===== src/rtl/psfr_pkg.sv =====
// Shared constants and types of the particle sensor frame receiver.
package psfr_pkg;

  // Field widths of the byte and result words
  localparam int BYTE_W        = 8;
  localparam int VALUE_W       = 16;
  localparam int VALUE_INDEX_W = 4;

  // Frame signature bytes
  localparam logic [BYTE_W-1:0] SIG_FIRST  = 8'h42;
  localparam logic [BYTE_W-1:0] SIG_SECOND = 8'h4D;

  // Frame completion report from the receive logic to the emitter
  typedef struct packed {
    logic valid;
    logic ok;
  } psfr_done_t;

endpackage


===== src/rtl/psfr_if.sv =====
// Valid/ready channel interfaces for the byte input and the result output.
interface psfr_in_if;
  logic       valid;
  logic       ready;
  logic       frame_start;
  logic [7:0] data_byte;

  modport source (output valid, output frame_start, output data_byte, input ready);
  modport sink   (input valid, input frame_start, input data_byte, output ready);
endinterface

interface psfr_out_if;
  logic        valid;
  logic        ready;
  logic [3:0]  value_index;
  logic [15:0] value;
  logic        frame_ok;
  logic        last;

  modport source (output valid, output value_index, output value, output frame_ok,
                  output last, input ready);
  modport sink   (input valid, input value_index, input value, input frame_ok,
                  input last, output ready);
endinterface


===== src/rtl/psfr_ram.sv =====
// Generic single-write, single-read RAM with registered read data.
module psfr_ram #(
  parameter int WIDTH = 16,
  parameter int DEPTH = 12,
  parameter int AW    = (DEPTH > 1) ? $clog2(DEPTH) : 1
) (
  input  logic             clk,
  input  logic             we,
  input  logic [AW-1:0]    waddr,
  input  logic [WIDTH-1:0] wdata,
  input  logic             re,
  input  logic [AW-1:0]    raddr,
  output logic [WIDTH-1:0] rdata
);

  logic [WIDTH-1:0] mem [DEPTH];
  logic [WIDTH-1:0] rdata_r;

  // Write port
  always_ff @(posedge clk) begin
    if (we) begin
      mem[waddr] <= wdata;
    end
  end

  // Registered read port; data holds between reads
  always_ff @(posedge clk) begin
    if (re) begin
      rdata_r <= mem[raddr];
    end
  end

  assign rdata = rdata_r;

endmodule


===== src/rtl/psfr_rx.sv =====
// Byte receive logic: frame position, checks, checksum and measurement writes.
module psfr_rx #(
  parameter int MEASUREMENT_COUNT = 12,
  parameter int POS_W             = 6,
  parameter int IDX_W             = 4
) (
  input  logic                       clk,
  input  logic                       rst_n,
  input  logic                       in_fire,
  input  logic                       frame_start,
  input  logic [7:0]                 data_byte,
  output logic                       ram_we,
  output logic [IDX_W-1:0]           ram_waddr,
  output logic [15:0]                ram_wdata,
  output psfr_pkg::psfr_done_t       done
);

  localparam int FRAME_LEN  = 2 * MEASUREMENT_COUNT + 8;
  localparam int LEN_FIELD  = 2 * MEASUREMENT_COUNT + 4;
  localparam int MEAS_END   = 4 + 2 * MEASUREMENT_COUNT;
  localparam int SUM_W      = $clog2((FRAME_LEN - 2) * 255 + 1);

  localparam logic [POS_W-1:0] P_FRAME_LEN = POS_W'(FRAME_LEN);
  localparam logic [POS_W-1:0] P_SUM_HI    = POS_W'(FRAME_LEN - 2);
  localparam logic [POS_W-1:0] P_SUM_LO    = POS_W'(FRAME_LEN - 1);
  localparam logic [POS_W-1:0] P_MEAS_BEG  = POS_W'(4);
  localparam logic [POS_W-1:0] P_MEAS_END  = POS_W'(MEAS_END);
  localparam logic [POS_W-1:0] P_SIG1      = POS_W'(0);
  localparam logic [POS_W-1:0] P_SIG2      = POS_W'(1);
  localparam logic [POS_W-1:0] P_LEN_HI    = POS_W'(2);
  localparam logic [POS_W-1:0] P_LEN_LO    = POS_W'(3);
  localparam logic [7:0]       LEN_HI_BYTE = 8'(LEN_FIELD >> 8);
  localparam logic [7:0]       LEN_LO_BYTE = 8'(LEN_FIELD & 255);

  logic [POS_W-1:0] pos_r, pos_nxt;
  logic [SUM_W-1:0] sum_r, sum_nxt;
  logic             bad_r, bad_nxt;
  logic [7:0]       pend_r, pend_nxt;
  logic [7:0]       sum_hi_r, sum_hi_nxt;

  logic [POS_W-1:0] pos_eff;
  logic [SUM_W-1:0] sum_base;
  logic             bad_base;
  logic             active;
  logic             meas;
  logic [POS_W-1:0] off;
  logic [POS_W-2:0] pair;
  logic [15:0]      sum16;
  logic             bad_chk;

  // Restart at byte zero on a start flag
  always_comb begin
    pos_eff  = frame_start ? '0 : pos_r;
    sum_base = frame_start ? '0 : sum_r;
    bad_base = frame_start ? 1'b0 : bad_r;
  end

  // Decode the byte position and gather the checks
  always_comb begin
    active  = in_fire && (pos_eff < P_FRAME_LEN);
    meas    = (pos_eff >= P_MEAS_BEG) && (pos_eff < P_MEAS_END);
    off     = pos_eff - P_MEAS_BEG;
    pair    = off[POS_W-1:1];
    sum16   = 16'(sum_base);
    bad_chk = bad_base;
    if (pos_eff == P_SIG1 && data_byte != psfr_pkg::SIG_FIRST) begin
      bad_chk = 1'b1;
    end
    if (pos_eff == P_SIG2 && data_byte != psfr_pkg::SIG_SECOND) begin
      bad_chk = 1'b1;
    end
    if (pos_eff == P_LEN_HI && data_byte != LEN_HI_BYTE) begin
      bad_chk = 1'b1;
    end
    if (pos_eff == P_LEN_LO && data_byte != LEN_LO_BYTE) begin
      bad_chk = 1'b1;
    end
    if (pos_eff == P_SUM_LO &&
        (sum_hi_r != sum16[15:8] || data_byte != sum16[7:0])) begin
      bad_chk = 1'b1;
    end
  end

  // Next state of the frame tracking registers
  always_comb begin
    pos_nxt    = pos_r;
    sum_nxt    = sum_r;
    bad_nxt    = bad_r;
    pend_nxt   = pend_r;
    sum_hi_nxt = sum_hi_r;
    if (active) begin
      pos_nxt = pos_eff + POS_W'(1);
      sum_nxt = (pos_eff < P_SUM_HI) ? sum_base + SUM_W'(data_byte) : sum_base;
      bad_nxt = bad_chk;
      if (meas && !off[0]) begin
        pend_nxt = data_byte;
      end
      if (pos_eff == P_SUM_HI) begin
        sum_hi_nxt = data_byte;
      end
    end
  end

  // On the low byte of each measurement pair, write the whole value to the store
  assign ram_we     = active && meas && off[0];
  assign ram_waddr  = pair[IDX_W-1:0];
  assign ram_wdata  = {pend_r, data_byte};

  // Report the frame outcome on its final byte
  assign done.valid = active && (pos_eff == P_SUM_LO);
  assign done.ok    = !bad_chk;

  always_ff @(posedge clk) begin
    if (!rst_n) begin
      pos_r <= P_FRAME_LEN;
      sum_r <= '0;
      bad_r <= 1'b0;
    end else begin
      pos_r <= pos_nxt;
      sum_r <= sum_nxt;
      bad_r <= bad_nxt;
    end
  end

  always_ff @(posedge clk) begin
    pend_r   <= pend_nxt;
    sum_hi_r <= sum_hi_nxt;
  end

endmodule


===== src/rtl/psfr_emit.sv =====
// Result sequencer: reads the store back and drives the output register.
module psfr_emit #(
  parameter int MEASUREMENT_COUNT = 12,
  parameter int IDX_W             = 4
) (
  input  logic                 clk,
  input  logic                 rst_n,
  input  psfr_pkg::psfr_done_t done,
  output logic                 busy,
  output logic                 ram_re,
  output logic [IDX_W-1:0]     ram_raddr,
  input  logic [15:0]          ram_rdata,
  psfr_out_if.source           out_if
);

  localparam int VIDX_W = psfr_pkg::VALUE_INDEX_W;
  localparam int VAL_W  = psfr_pkg::VALUE_W;
  localparam logic [IDX_W-1:0] LAST_IDX = IDX_W'(MEASUREMENT_COUNT - 1);

  localparam logic [1:0] E_IDLE = 2'd0;
  localparam logic [1:0] E_RD   = 2'd1;
  localparam logic [1:0] E_LD   = 2'd2;
  localparam logic [1:0] E_ERR  = 2'd3;

  logic [1:0]        state_r, state_nxt;
  logic [IDX_W-1:0]  idx_r, idx_nxt;
  logic              oval_r, oval_nxt;
  logic [VIDX_W-1:0] oidx_r, oidx_nxt;
  logic [VAL_W-1:0]  oval_data_r, oval_data_nxt;
  logic              ook_r, ook_nxt;
  logic              olast_r, olast_nxt;
  logic              slot_free;

  assign slot_free = !oval_r || out_if.ready;

  // Sequence reads and loads of the output register
  always_comb begin
    state_nxt     = state_r;
    idx_nxt       = idx_r;
    oval_nxt      = oval_r && !out_if.ready;
    oidx_nxt      = oidx_r;
    oval_data_nxt = oval_data_r;
    ook_nxt       = ook_r;
    olast_nxt     = olast_r;
    ram_re        = 1'b0;
    unique case (state_r)
      E_IDLE: begin
        if (done.valid) begin
          idx_nxt   = '0;
          state_nxt = done.ok ? E_RD : E_ERR;
        end
      end
      E_RD: begin
        ram_re    = 1'b1;
        state_nxt = E_LD;
      end
      E_LD: begin
        if (slot_free) begin
          oval_nxt      = 1'b1;
          oidx_nxt      = VIDX_W'(idx_r);
          oval_data_nxt = ram_rdata;
          ook_nxt       = 1'b1;
          olast_nxt     = (idx_r == LAST_IDX);
          if (idx_r == LAST_IDX) begin
            state_nxt = E_IDLE;
          end else begin
            idx_nxt   = idx_r + IDX_W'(1);
            state_nxt = E_RD;
          end
        end
      end
      E_ERR: begin
        if (slot_free) begin
          oval_nxt      = 1'b1;
          oidx_nxt      = '0;
          oval_data_nxt = '0;
          ook_nxt       = 1'b0;
          olast_nxt     = 1'b1;
          state_nxt     = E_IDLE;
        end
      end
      default: begin
        state_nxt = E_IDLE;
      end
    endcase
  end

  assign busy      = (state_r != E_IDLE);
  assign ram_raddr = idx_r;

  assign out_if.valid       = oval_r;
  assign out_if.value_index = oidx_r;
  assign out_if.value       = oval_data_r;
  assign out_if.frame_ok    = ook_r;
  assign out_if.last        = olast_r;

  always_ff @(posedge clk) begin
    if (!rst_n) begin
      state_r <= E_IDLE;
      oval_r  <= 1'b0;
    end else begin
      state_r <= state_nxt;
      oval_r  <= oval_nxt;
    end
  end

  always_ff @(posedge clk) begin
    idx_r       <= idx_nxt;
    oidx_r      <= oidx_nxt;
    oval_data_r <= oval_data_nxt;
    ook_r       <= ook_nxt;
    olast_r     <= olast_nxt;
  end

endmodule


===== src/rtl/particle_sensor_frame_receiver_core.sv =====
// Particle sensor frame receiver top level.
//
// in_if carries one sensor byte per word with frame_start on byte 0 of a frame.
// 2*MEASUREMENT_COUNT+8 byte frame: signature, length, values, 2 more, checksum
// out_if carries result words: on a good frame MEASUREMENT_COUNT values in
// index order with last on the final one, on a bad frame one error word.
// While receiving, a byte is taken every cycle. After the final byte the
// sequencer reads the measurement RAM back: each value is read in state E_RD
// and, as the RAM's read data is registered, loaded into the output register
// in state E_LD before the next value is read. in_if.ready stays low until
// the last result of the frame, or the error word of a bad frame, is loaded
// into the output register.
// A stalled out_if holds its word; the sequencer pauses until it is taken.
// Reset returns the block to idle, ignoring bytes until a start flag. The RAM
// is not cleared; every entry is rewritten by a frame before it is read.
module particle_sensor_frame_receiver_core #(
  parameter int MEASUREMENT_COUNT = 12
) (
  input  logic        clk,
  input  logic        rst_n,
  psfr_in_if.sink     in_if,
  psfr_out_if.source  out_if
);

  localparam int IDX_W = (MEASUREMENT_COUNT > 1) ? $clog2(MEASUREMENT_COUNT) : 1;
  localparam int POS_W = $clog2(2 * MEASUREMENT_COUNT + 9);

  logic                 in_fire;
  logic                 busy;
  logic                 ram_we;
  logic [IDX_W-1:0]     ram_waddr;
  logic [15:0]          ram_wdata;
  logic                 ram_re;
  logic [IDX_W-1:0]     ram_raddr;
  logic [15:0]          ram_rdata;
  psfr_pkg::psfr_done_t done;

  // Take bytes only while no frame is being emitted
  assign in_if.ready = !busy;
  assign in_fire     = in_if.valid && !busy;

  psfr_rx #(
    .MEASUREMENT_COUNT (MEASUREMENT_COUNT),
    .POS_W             (POS_W),
    .IDX_W             (IDX_W)
  ) u_rx (
    .clk         (clk),
    .rst_n       (rst_n),
    .in_fire     (in_fire),
    .frame_start (in_if.frame_start),
    .data_byte   (in_if.data_byte),
    .ram_we      (ram_we),
    .ram_waddr   (ram_waddr),
    .ram_wdata   (ram_wdata),
    .done        (done)
  );

  psfr_ram #(
    .WIDTH (psfr_pkg::VALUE_W),
    .DEPTH (MEASUREMENT_COUNT),
    .AW    (IDX_W)
  ) u_store (
    .clk   (clk),
    .we    (ram_we),
    .waddr (ram_waddr),
    .wdata (ram_wdata),
    .re    (ram_re),
    .raddr (ram_raddr),
    .rdata (ram_rdata)
  );

  psfr_emit #(
    .MEASUREMENT_COUNT (MEASUREMENT_COUNT),
    .IDX_W             (IDX_W)
  ) u_emit (
    .clk       (clk),
    .rst_n     (rst_n),
    .done      (done),
    .busy      (busy),
    .ram_re    (ram_re),
    .ram_raddr (ram_raddr),
    .ram_rdata (ram_rdata),
    .out_if    (out_if)
  );

endmodule


===== src/flat_wrapper.sv =====
// flat-port wrapper written by rule: the top's interface ports become plain ports
module particle_sensor_frame_receiver_core_flat 
#(
  parameter int MEASUREMENT_COUNT = 12
)
  (clk, rst_n, in_if_valid, in_if_frame_start, in_if_data_byte, in_if_ready, out_if_valid, out_if_value_index, out_if_value, out_if_frame_ok, out_if_last, out_if_ready);
  psfr_in_if in_if_i ();
  psfr_out_if out_if_i ();
  input  logic clk;
  input  logic rst_n;
  input wire logic [$bits(in_if_i.valid)-1:0] in_if_valid;
  input wire logic [$bits(in_if_i.frame_start)-1:0] in_if_frame_start;
  input wire logic [$bits(in_if_i.data_byte)-1:0] in_if_data_byte;
  output wire logic [$bits(in_if_i.ready)-1:0] in_if_ready;
  output wire logic [$bits(out_if_i.valid)-1:0] out_if_valid;
  output wire logic [$bits(out_if_i.value_index)-1:0] out_if_value_index;
  output wire logic [$bits(out_if_i.value)-1:0] out_if_value;
  output wire logic [$bits(out_if_i.frame_ok)-1:0] out_if_frame_ok;
  output wire logic [$bits(out_if_i.last)-1:0] out_if_last;
  input wire logic [$bits(out_if_i.ready)-1:0] out_if_ready;
  assign in_if_i.valid = in_if_valid;
  assign in_if_i.frame_start = in_if_frame_start;
  assign in_if_i.data_byte = in_if_data_byte;
  assign in_if_ready = in_if_i.ready;
  assign out_if_valid = out_if_i.valid;
  assign out_if_value_index = out_if_i.value_index;
  assign out_if_value = out_if_i.value;
  assign out_if_frame_ok = out_if_i.frame_ok;
  assign out_if_last = out_if_i.last;
  assign out_if_i.ready = out_if_ready;
  particle_sensor_frame_receiver_core #(.MEASUREMENT_COUNT(MEASUREMENT_COUNT)) u_core (.clk(clk), .rst_n(rst_n), .in_if(in_if_i), .out_if(out_if_i));
endmodule

===== config.mk =====
export PLATFORM = sky130hd
export DESIGN_NAME = particle_sensor_frame_receiver_core_flat
export DESIGN_NICKNAME = d
export VERILOG_FILES = /design/src/rtl/psfr_pkg.sv /design/src/rtl/psfr_if.sv /design/src/rtl/psfr_ram.sv /design/src/rtl/psfr_rx.sv /design/src/rtl/psfr_emit.sv /design/src/rtl/particle_sensor_frame_receiver_core.sv /design/src/flat_wrapper.sv
export SDC_FILE = /design/constraint.sdc
export NUM_CORES = 1
export LEC_CHECK = 0
export BUFFER_PORTS_ARGS = -buffer_cell sky130_fd_sc_hd__buf_4
export CORE_UTILIZATION = 55
export CTS_BUF_LIST = sky130_fd_sc_hd__clkbuf_2
export DETAILED_ROUTE_END_ITERATION = 7
export GPL_ROUTABILITY_DRIVEN = 0
export HOLD_SLACK_MARGIN = 0.02
export PLACE_DENSITY = 0.72
export SETUP_SLACK_MARGIN = 0.4
export SYNTH_ARGS = -nofsm -noshare
export SYNTH_HDL_FRONTEND = slang
export SYNTH_SLANG_ARGS = --single-unit

===== constraint.sdc =====
create_clock -name clk -period 4.1 [get_ports clk]
set_input_delay 0.41 -clock clk [delete_from_list [all_inputs] [get_ports clk]]
set_output_delay 0.41 -clock clk [all_outputs]
set_load 0.005 [all_outputs]

==> metrics.yaml <==
fmax_mhz: 342
crit_path_end_kind: "register"
grt_pass1_vias: 6186
initial_core_util_pct: 56.4
synth-seq-area-share_pct: 72.1
wl_um: 21800
synth_edf_count: 250
max_stage_delay_ns: 0.71
status: "complete, no violations"
rows: 51
cpMostUsedCell: "nand2_1"
grtUsageMet2_pct: 33.5
place_hpwl_um: 13700
final-hold-violation-count: 0
num_vias: 6184
final_nets: 781
power_density_mw_per_mm2: 391
rsz0062_at_grt: "false"
setup_ws_ns: 1.18
clockBufferDepth: 3
fin_skew_ns: 0.0449
area_delta_synth_final_pct: 12.1
synth_area_mm2: 0.0111
fin_util_pct: 63.2
die_area_mm2: 0.0207
ys_types: 57
synth-main-ff-cell: "edfxtp_1"
die_h_um: 144
drtIter0Drc: 543
grt_pass1_wl_um: 34000
required_ns: 4.51
num_io_pins: 37
grt_usage_pct: 22.6
portBuffers: 36
syn_avg_cell_area_um2: 17.1
worstPathMaxFanout: 8
drive_gt1_share_pct: 26.7
crit_chain: "nand2_1, inv_1, ha_1, nand2_1, nor3_1, nand3_1, a221oi_1"
crit_type: "reg2reg"
n_fill_cell: 1447
cts_sinks: 273
tightest_slew_ns: 1.02
tritoncts: "built"
post_drt_wl_per_cell_um: 20.5
tns_ns: 0
setup-violations-final: 0
syn-num-nets: 676
final_cells: 1063
drv_slew: 0
core_mm2: 0.0196
start_kind: "register"
place_ws_ns: 0.918
multiInputGateArea_mm2: 0.00295
numCtsBuffers: 67
met1_usage_pct: 32.8
die_w_um: 144
post-route-min-period_ns: 2.92
grt_most_used_layer: "met2"
crit_buf_inv: 1
ant_nets: 0
avgViaCountPerCell: 5.82
cts-root-buf: "clkbuf_2"
leakage_nw: 4.43
clk_pin_slew_worst_paths_ns: 0.11
seq_area_mm2: 0.00797
post_cts_resized: 0
postSynthCellCount: 647
hold_path.class: "in2reg"
finalCritPeriodShare_pct: 71.3
cap_violations: 0
met3_usage_pct: 5.33
dpl.cell_count: 938
ys_async_sr_fraction_pct: 0
drtPass1Iterations: 5
crit_family: "simple AND/OR/NAND/NOR gates"
grt_max_degree: 53
maxSlewHeadroom_pct: 32.1
yosys_warnings: 0
ir_worst_vdd_mv: 0.208
drc: 0
h-tree-depth: 3
cpMaxStageDelayCell: "a221oi_1"
grt.overflow.total: 0
worstSkewPairLatency_ns: 0.78
arrival_ns: 3.33
synth-seq-cells: 273
antenna_found_initial: 1
==> worst register-to-register path, delay by kind of cell (launching register included) <==
| kind | cells | cell delay, ns |
|---|---|---|
| AO/OA/AOI/OAI | 1 | 0.71 |
| adder cells (fa/ha/maj) | 1 | 0.29 |
| buffers and inverters | 1 | 0.18 |
| flip-flops | 1 | 0.56 |
| AND/OR/NAND/NOR | 4 | 0.82 |
==> state kept, by name, indices dropped and copies added (netlist names) <==
name / flops
u_core.u_rx.sum_hi_r: 8
u_core.u_emit.out_if.value_index: 4
u_core.u_emit.out_if.frame_ok: 1
u_core.u_emit.ram_raddr: 4
u_core.u_rx.pos_r: 6
u_core.u_rx.sum_r: 13
u_core.u_store.mem: 192
u_core.u_emit.state_r: 2
u_core.u_emit.out_if.valid: 1
u_core.u_rx.pend_r: 8
u_core.u_store.rdata: 16
u_core.u_rx.bad_r: 1
u_core.u_emit.out_if.value: 16
u_core.u_emit.out_if.last: 1
==> cell families (layout without fill, tap and decap cells) <==
kind of cell | Yosys count | count (layout) | synth area share [%]
multiplexers | 64 | 64 | 11.2
AND/OR/NAND/NOR | 159 | 159 | 7.48
XOR/XNOR | 14 | 14 | 1.11
adder cells (fa/ha/maj) | 16 | 16 | 1.88
AO/OA/AOI/OAI | 80 | 80 | 4.69
other | 0 | 1 | 0
buffers and inverters | 41 | 191 | 1.53
flip-flops | 273 | 273 | 72.1
==> worst paths after layout <==
path / cells after the start / slack (ns) / start / endpoint
max reg2reg: 7 / 1.18 / u_core.u_rx.pos_r[2] / u_core.u_emit.ram_raddr[0]
min reg2reg: 2 / 0.46 / u_core.u_rx.sum_r[0] / u_core.u_rx.sum_r[0]
max: 7 / 1.18 / u_core.u_rx.pos_r[2] / u_core.u_emit.ram_raddr[0]
min: 3 / 0.12 / in_if_frame_start / u_core.u_rx.pos_r[0]
==> Yosys cell counts (all sizes together), types with 10 or more instances <==
library cell | n | area (um^2)
edfxtp | 250 | 7510
mux4 | 48 | 1080
nand2 | 39 | 146
nor2 | 27 | 101
o21ai | 27 | 139
dfxtp | 23 | 460
and2 | 20 | 125
a21oi | 19 | 95.1
clkbuf | 19 | 71.3
nor3 | 17 | 90.1
mux2i | 16 | 160
ha | 15 | 188
nor2b | 14 | 87.6
nand3 | 13 | 65.1
xnor2 | 11 | 96.3
buf | 10 | 52.6
inv | 10 | 37.5
==> routing by layer <==
layer  wire, um  up-vias
met3       1700       34
li1           -     2809
met5          0        -
met4        331        0
met2       9900      271
met1       9870     3070
==> cell type report <==
type                            instances  area share (%)
Tap cell                              265            2.68
Multi-Input combinational cell        333            23.8
Sequential cell                       273            64.3
Antenna cell                            1          0.0202
Clock inverter                         23           0.929
Inverter                               12           0.364
Clock buffer                           91            3.68
Timing Repair Buffer                   65            4.24
==> report_power, final <==
group	switching (mW)	internal [mW]	leakage (nW)
sequential	0.00979	3.02	2.44
combinational	0.0931	0.0491	1.56
clock	1.01	0.664	0.437
total	1.12	3.73	4.43
==> stage by stage <==
stage / power (mW) / hold slack, ns / cell area [um^2]
4_1_cts: 4.90 / 0.0736 / 12400
3_5_place_dp: 3.22 / 0.446 / 11700
6_report: 4.84 / 0.122 / 12400
2_1_floorplan: 3.16 / 0.427 / 11100
3_3_place_gp: 3.21 / 0.442 / 11700
5_1_grt: 5.04 / 0.107 / 12400
==> layout by cell type, fill, tap and decap left out, types with 11 or more instances in the layout <==
cell      netlist  final
o21ai_0        26     26
nor2b_1        14     14
edfxtp_1      250    250
mux2i_1        16     16
clkbuf_2        0     91
nor2_1         27     27
nand2_1        39     39
a21oi_1        19     19
ha_1           15     15
clkinv_1        2     20
and2_1         20     20
mux4_2         48     48
xnor2_1        11     11
buf_4           1     54
dfxtp_1        23     23
nand3_1        13     13
==> what timing repair did <==
| item | 4_1_cts | 5_1_grt |
|---|---|---|
| hold buffers | 10 | 0 |
| buffers inserted | 0 | 0 |
| endpoints found under the hold margin | 121 | 0 |
| setup endpoints to repair | 0 | 0 |
No activity file was read; power rests on OpenSTA's default activity.
